===== src/hdl/kmv_pkg.sv =====
package kmv_pkg;

  localparam int MAX_CAPACITY = 1024;
  localparam int ROW_DEPTH    = MAX_CAPACITY + 1;
  localparam int ADDR_W       = $clog2(ROW_DEPTH);

  localparam int WEIGHT_W = 11;
  localparam int VALUE_W  = 16;
  localparam int CAP_W    = 11;
  localparam int BEST_W   = 32;

  // common width for comparing row indexes against weights and capacity
  localparam int CMP_W = (ADDR_W > WEIGHT_W) ? ADDR_W : WEIGHT_W;

  localparam int Q_DEPTH = 2;
  localparam int Q_PTR_W = $clog2(Q_DEPTH);
  localparam int Q_CNT_W = $clog2(Q_DEPTH + 1);

  typedef struct packed {
    logic [WEIGHT_W-1:0] weight;
    logic [VALUE_W-1:0]  value;
    logic                first;
    logic                last;
  } kmv_item_t;

endpackage


===== src/hdl/kmv_front.sv =====
module kmv_front (
  input  logic                         clk,
  input  logic                         rst_n,
  input  logic                         in_valid,
  output logic                         in_stall,
  input  logic [kmv_pkg::WEIGHT_W-1:0] in_item_weight,
  input  logic [kmv_pkg::VALUE_W-1:0]  in_item_value,
  input  logic                         in_first_item,
  input  logic                         in_last_item,
  output logic                         q_valid,
  output kmv_pkg::kmv_item_t           q_item,
  input  logic                         q_pop
);
  import kmv_pkg::*;

  kmv_item_t            slot_r [Q_DEPTH];
  logic [Q_PTR_W-1:0]   wr_ptr_r;
  logic [Q_PTR_W-1:0]   rd_ptr_r;
  logic [Q_CNT_W-1:0]   count_r;
  logic                 push;
  logic                 pop;

  assign in_stall = (count_r == Q_CNT_W'(Q_DEPTH));
  assign q_valid  = (count_r != '0);
  assign q_item   = slot_r[rd_ptr_r];
  assign push     = in_valid && !in_stall;
  assign pop      = q_pop && q_valid;

  always_ff @(posedge clk) begin
    if (!rst_n) begin
      wr_ptr_r <= '0;
      rd_ptr_r <= '0;
      count_r  <= '0;
    end else begin
      if (push) begin
        slot_r[wr_ptr_r] <= '{weight: in_item_weight, value: in_item_value,
                              first: in_first_item, last: in_last_item};
        wr_ptr_r <= (wr_ptr_r == Q_PTR_W'(Q_DEPTH - 1)) ? '0 : wr_ptr_r + 1'b1;
      end
      if (pop) begin
        rd_ptr_r <= (rd_ptr_r == Q_PTR_W'(Q_DEPTH - 1)) ? '0 : rd_ptr_r + 1'b1;
      end
      if (push && !pop) begin
        count_r <= count_r + 1'b1;
      end else if (pop && !push) begin
        count_r <= count_r - 1'b1;
      end
    end
  end

endmodule


===== config.mk =====
export PLATFORM = sky130hd
export DESIGN_NAME = kmv_front
export DESIGN_NICKNAME = d
export VERILOG_FILES = /design/src/hdl/kmv_pkg.sv /design/src/hdl/kmv_front.sv
export SDC_FILE = /design/constraint.sdc
export NUM_CORES = 1
export LEC_CHECK = 0
export ABC_AREA = 1
export BUFFER_PORTS_ARGS = -buffer_cell sky130_fd_sc_hd__buf_4
export CAP_MARGIN = 20
export CORE_ASPECT_RATIO = 0.7
export CORE_UTILIZATION = 50
export CTS_CLUSTER_SIZE = 8
export DETAILED_ROUTE_END_ITERATION = 6
export PLACE_DENSITY = 0.76
export SETUP_SLACK_MARGIN = 0.1
export SYNTH_ARGS = -nofsm -noshare
export SYNTH_HDL_FRONTEND = slang
export SYNTH_SLANG_ARGS = --single-unit

===== constraint.sdc =====
create_clock -name clk -period 4.4 [get_ports clk]
set_input_delay 0.88 -clock clk [delete_from_list [all_inputs] [get_ports clk]]
set_output_delay 0.88 -clock clk [all_outputs]
set_load 0.1 [all_outputs]

==> run metrics, run 1 <==
failing checks design-rule violations; met2 wire len 1860 um; FF-to-FF End slot_r[0][4]$_DFFE_PP_; Post-CTS Resized 0; critical path type reg2out; die height 59.8 um; hold_sp wr_ptr_r$_SDFFE_PN0P_; Hold WS 0.499 ns; skew final 0.0102 ns; Logic pwr share 41.9%; M1 wire length 1770 um; Hold-fix buffers, CTS 0; crit path DAT 2.09 ns; total grt overflow 0; Synth-to-Final Area Change 31.3%; status finished with violations; DP Cell Count 247; Worst Setup Start Kind flop; Post-Synth Simple-Gate Area 3.20%; fin nets 238; minimum clock period 2.97 ns; final hold vios 0; CTS Root Cell clkbuf_8; main combinational cell family by area after synthesis multiplexers; Net Sw Frac 43.2%; wire length per cell 15.3 um; Met3 Wirelength 389 um; highest routed layer met4; core area 0.00445 mm^2; Max Fclk 0.337 GHz; Required @ worst endpoint 3.52 ns; H-tree Lvls 3; internal power 1.19 mW; Ys Warns 0; worst reg-to-reg setup slack 2.37 ns; max-slew violation count 0; Seq/Total Area, Yosys 77.3%; syn nets 163; # setup viols final 0; final setup margin 1.43 ns; CTS max path bufs 2; IO Pins 64; pre-CTS setup slack 1.68 ns; mux cell area share after synthesis 15.3%; Post-DP HPWL 2750 um; Overall Global Routing Usage 17.4%; ANT cells 0; crit-path max FO 16; pwr/cell area 670 mW/mm^2; syn avg cell area 18.5 um^2; sequential share of power 35.9%; post-synth top area cell edfxtp_1; initial drt markers 77; Port Buf Inserts 63; setup repair after global routing missed its margin false; Leak 1.22 nW; Worst Reg2Reg Path Length in Cells 5; synthesized area 0.00238 mm^2; Cells after Synth 129; number of global-route vias before repair 1293; Starting Density 53.5%; Synth Area in Compound Gates 1.15%; post-synth top area share 73.1%; clk_lat worst skew 0.33 ns; Detailed Route WL 4030 um; TritonCTS clock tree done; Finished Layout Cells 264; post-synthesis adder-cell area fraction 0.525%; Hold Path Class reg2reg; Num CTS Buffers 9; Worst Tran Pin Value 0.707 ns; row count 20; net switching power 906 uW; Clk pwr share 22.2%; die area 0.00505 mm^2; largest net degree at the start of global routing 17; first-pass GRT wire length 6110 um; setup TNS 0 ns; Avg Vias per Cell 5.01; worst hold path endpoint wr_ptr_r$_SDFFE_PN0P_; Antenna Nets Post-Route 0; max cap viols 0; CP endpoint kind output port; xor/xnor cell area share of the yosys netlist 0%; flops & latches, synth 63; FF-to-FF Start count_r[0]$_SDFFE_PN0P_; clock sinks 63; worst hold path depth 2; die width 84.5 um; worst slew margin relative to its limit 52.8%; Yosys cell types 16; worst ir drop on vdd 0.000430 V; DR vias 1323; Placer Congestion 0.672; share of cells above drive strength 1 54.1%; Post-CTS Setup Bufs 0; DR pass1 iterations 7; drt drc 5; initial antenna violation count 0; Synth area leaders edfxtp_1 (73%), mux2_2 (9.0%), mux2_4 (6.3%); Worst-path clk slew 0.07 ns; Tcrit/Tclk final 67.5%
-- registers in the layout, indices dropped and copies added, names as in the netlist, named ones only --
register  flops
rd_ptr_r      1
slot_r       58
count_r       2
wr_ptr_r      1
-- metal layers --
metal | global-route usage, % | up-vias
li1 | - | 627
met3 | 10.2 | 2
met1 | 20.5 | 634
met4 | 6.78 | 0
met2 | 26.6 | 60
met5 | 0 | -
-- layout make-up --
cell class | count | area, um^2
sequential | 63 | 1840
fill | 299 | 1330
timing repair buffer | 67 | 509
multi-input combinational | 54 | 488
clock buffer | 9 | 124
tap | 55 | 68.8
clock inverter | 7 | 63.8
inverter | 9 | 33.8
-- logic make-up (layout without fill, tap and decap cells) --
kind of cell	after synthesis	in the layout
muxes	29	29
and+or+nand+nor	19	19
DFF	63	63
buffers and inverters	12	92
adders and majority gates	1	1
AOI/OAI and AO/OA	5	5
-- worst max-delay path by stage --
stage	startpoint	to	slack [ns]	cells past startpoint
CTS	flop	q_item[12]	1.38	3
floorplan	in_valid	slot_r[1][0]$_DFFE_PP_	0.97	2
detailed placement	in_valid	slot_r[1][27]$_DFFE_PP_	1.68	4
global route	flop	q_item[15]	1.30	3
global placement	flop	q_item[12]	1.79	3
finish	flop	q_item[12]	1.43	3
-- cells in the mapped netlist --
master and count:
mux2_2 19, dfxtp_1 5, nor2_1 7, nand4_1 1, mux2_4 10, inv_1 9, nand2_1 9, o21a_1 1
o21ai_0 2, buf_2 1, nor3_1 1, nand3_1 1, ha_1 1, edfxtp_1 58, buf_6 2, a21oi_1 2
-- critical path, cell delays in order (launching register included) --
cell and delay [ns]:
dfxtp_1 0.75, buf_4 0.39, mux2_2 0.38, buf_4 0.23
-- power by group through the flow --
stage	logic [mW]	clock network (mW)	registers, mW
after floorplan	0.728	0	0.747
after global placement	0.865	0	0.761
after detailed placement	0.877	0	0.766
after CTS	0.880	0.478	0.754
after global routing	0.908	0.501	0.759
final	0.878	0.465	0.752
-- placed cells by master (no fill, tap or decap), drive strengths merged, types with 2 or more instances in the layout --
cell type,Yosys,routed
buf,3,66
edfxtp,58,58
mux2,29,29
clkbuf,0,10
inv,9,9
nand2,9,9
nor2,7,7
dfxtp,5,5
clkinv,0,4
o21ai,2,2
a21oi,2,2
clkinvlp,0,2
-- per-stage QoR --
step           area, um^2  power [mW]  utilization [%]
5_1_grt              3130        2.17             70.3
2_1_floorplan        2380        1.48                -
6_report             3130        2.10             70.3
4_1_cts              3120        2.11             69.9
3_3_place_gp         2930        1.63             65.7
3_5_place_dp         2930        1.64             65.7
No activity file was read; power rests on OpenSTA's default activity.
==> run 2: changes to the inputs <==
clock period = 2.9 ns   (was 4.4 ns; I/O delays follow)
==> run 2 against run 1 <==
The run still ends with design-rule violations left. Total power rose by 52%. Wire length rose by 7.8%. First-iteration DRC count fell by 23%. Combinational power rose by 54%.
==> run metrics, run 2 (synthesis gave the netlist of run 1 again) <==
largest net degree at the start of global routing 25 (+8); sequential share of power 35.5% (-0.4 points); CTS Root Cell clkbuf_8; most frequent CP cell buf_4; DP Cell Count 247 (unchanged); die area 0.00505 mm^2 (unchanged); Worst-path clk slew 0.07 ns (about the same); CP delay by family, top buffers and inverters; Post-CTS Resized 0 (unchanged); Synth-to-Final Area Change 31.2% (about the same); Slowest cell on crit path dfxtp_1; status finished with violations; Finished Layout Cells 262 (-0.76%); clk_lat worst skew 0.33 ns (about the same); Max Fclk 0.412 GHz; Tcrit/Tclk final 83.7%; commonest non-fill, non-tap cell in the layout buf_4; CP cell instances buf_4, mux2_2, buf_4; total grt overflow 0 (unchanged); most frequent cells in the layout buf_4 (65), edfxtp_1 (58), mux2_2 (19), mux2_4 (10); internal power 1.81 mW (+52%); DR pass1 iterations 6 (-1); Hold WS 0.430 ns (-0.0691 ns); Layout fillers 303 (+1.3%); IO Pins 64 (unchanged); Clk pwr share 22.0% (-0.2 points); max reg flops 58 (unchanged); setup repair after global routing missed its margin false; skew final 0.00639 ns (-0.00384 ns); worst ir drop on vdd 0.000693 V (+61%); crit path DAT 1.85 ns (-0.24 ns); drt drc 10 (+5); worst hold path depth 1 (-1); H-tree Lvls 3 (unchanged); Starting Density 53.5% (unchanged); wire length per cell 16.6 um (+8.6%); Avg Vias per Cell 5.06 (+1.1%); Leak 1.22 nW (-0.78%); CTS max path bufs 2 (unchanged); Overall Global Routing Usage 18.8% (+1.4 points); row count 20 (unchanged); setup TNS 0 ns (unchanged); critical path type reg2out; initial drt markers 59 (-23%); Required @ worst endpoint 2.32 ns (-1.20 ns); worst slew margin relative to its limit 54.6% (+1.8 points); TritonCTS clock tree done; Worst Tran Pin Value 0.679 ns (-0.0279 ns); Worst Reg2Reg Path Length in Cells 6 (+1); number of global-route vias before repair 1363 (+5.4%); final hold vios 0 (unchanged); Worst Setup Start Kind flop; max-slew violation count 0 (unchanged); Logic pwr share 42.5% (+0.6 points); Num CTS Buffers 9 (unchanged); clock sinks 63 (unchanged); share of cells above drive strength 1 52.7% (-1.4 points); Hold-fix buffers, CTS 0 (unchanged); net switching power 1.38 mW (+52%); Hold Path Class in2reg; die height 59.8 um (unchanged); max cap viols 0 (unchanged); core area 0.00445 mm^2 (unchanged); ANT cells 0 (unchanged); failing checks design-rule violations; die width 84.5 um (unchanged); Detailed Route WL 4350 um (+7.8%); fin nets 237 (-0.42%); Post-CTS Setup Bufs 0 (unchanged); DR vias 1327 (+0.30%); crit-path max FO 24 (+8); CP endpoint kind output port; Port Buf Inserts 63 (unchanged); pwr/cell area 1020 mW/mm^2 (+52%); Antenna Nets Post-Route 0 (unchanged); CP Buf/Inv Count 2 (unchanged); Placer Congestion 0.686 (+2.0%); initial antenna violation count 0 (unchanged); Net Sw Frac 43.2% (-0.044 points); Reg with most FFs slot_r; # setup viols final 0 (unchanged); Worst path max stage delay 0.47 ns (-0.28 ns); first-pass GRT wire length 6640 um (+8.7%); minimum clock period 2.43 ns; top flop regs slot_r (58), count_r (2); Post-DP HPWL 2940 um (+6.9%); WP depth 3 (unchanged)
[run 2: path summary, 6_finish.rpt]
kind / slack (ns) / from / to
worst max-delay path: 0.47 / flop / q_item[23]
worst min-delay path: 0.43 / in_item_weight[7] / slot_r[1][25]$_DFFE_PP_
worst max register to register: 1.04 / count_r[1]$_SDFFE_PN0P_ / slot_r[0][22]$_DFFE_PP_
worst min register to register: 0.49 / wr_ptr_r$_SDFFE_PN0P_ / wr_ptr_r$_SDFFE_PN0P_
[run 2: stage by stage]
stage,instance area (um^2),util [%],setup WS (ns),total power [mW]
after floorplan,2390,-,0.141,2.24
after global placement,2950,66.2,0.898,2.47
after detailed placement,2950,66.2,0.836,2.50
after CTS,3130,70.2,0.446,3.21
after global routing,3130,70.2,0.369,3.30
final,3130,70.2,0.473,3.19
[run 2: routing by layer]
| layer | vias up | GRT usage, % | part of all wire (%) | routed length, um |
|---|---|---|---|---|
| li1 | 623 | - | - | - |
| met1 | 631 | 22.4 | 43 | 1870 |
| met2 | 68 | 30.1 | 46 | 2020 |
| met3 | 5 | 10.8 | 9.5 | 415 |
| met4 | 0 | 4.84 | 0.85 | 37 |
| met5 | - | 0 | 0 | 0 |
[run 2: cell type report]
cell class / count / area [um^2] / area share, %
clock buffer: 12 / 135 / 4.32
clock inverter: 3 / 45.0 / 1.44
inverter: 9 / 33.8 / 1.08
multi-input combinational: 54 / 494 / 15.8
sequential: 63 / 1840 / 58.9
tap: 55 / 68.8 / 2.20
timing repair buffer: 66 / 508 / 16.2
[run 2: power by group through the flow]
stage | Combinational [mW] | Clock [mW] | Sequential [mW]
after global placement | 1.33 | 0 | 1.14
after CTS | 1.36 | 0.716 | 1.13
after global routing | 1.40 | 0.762 | 1.14
after floorplan | 1.11 | 0 | 1.13
final | 1.35 | 0.702 | 1.13
after detailed placement | 1.35 | 0 | 1.15
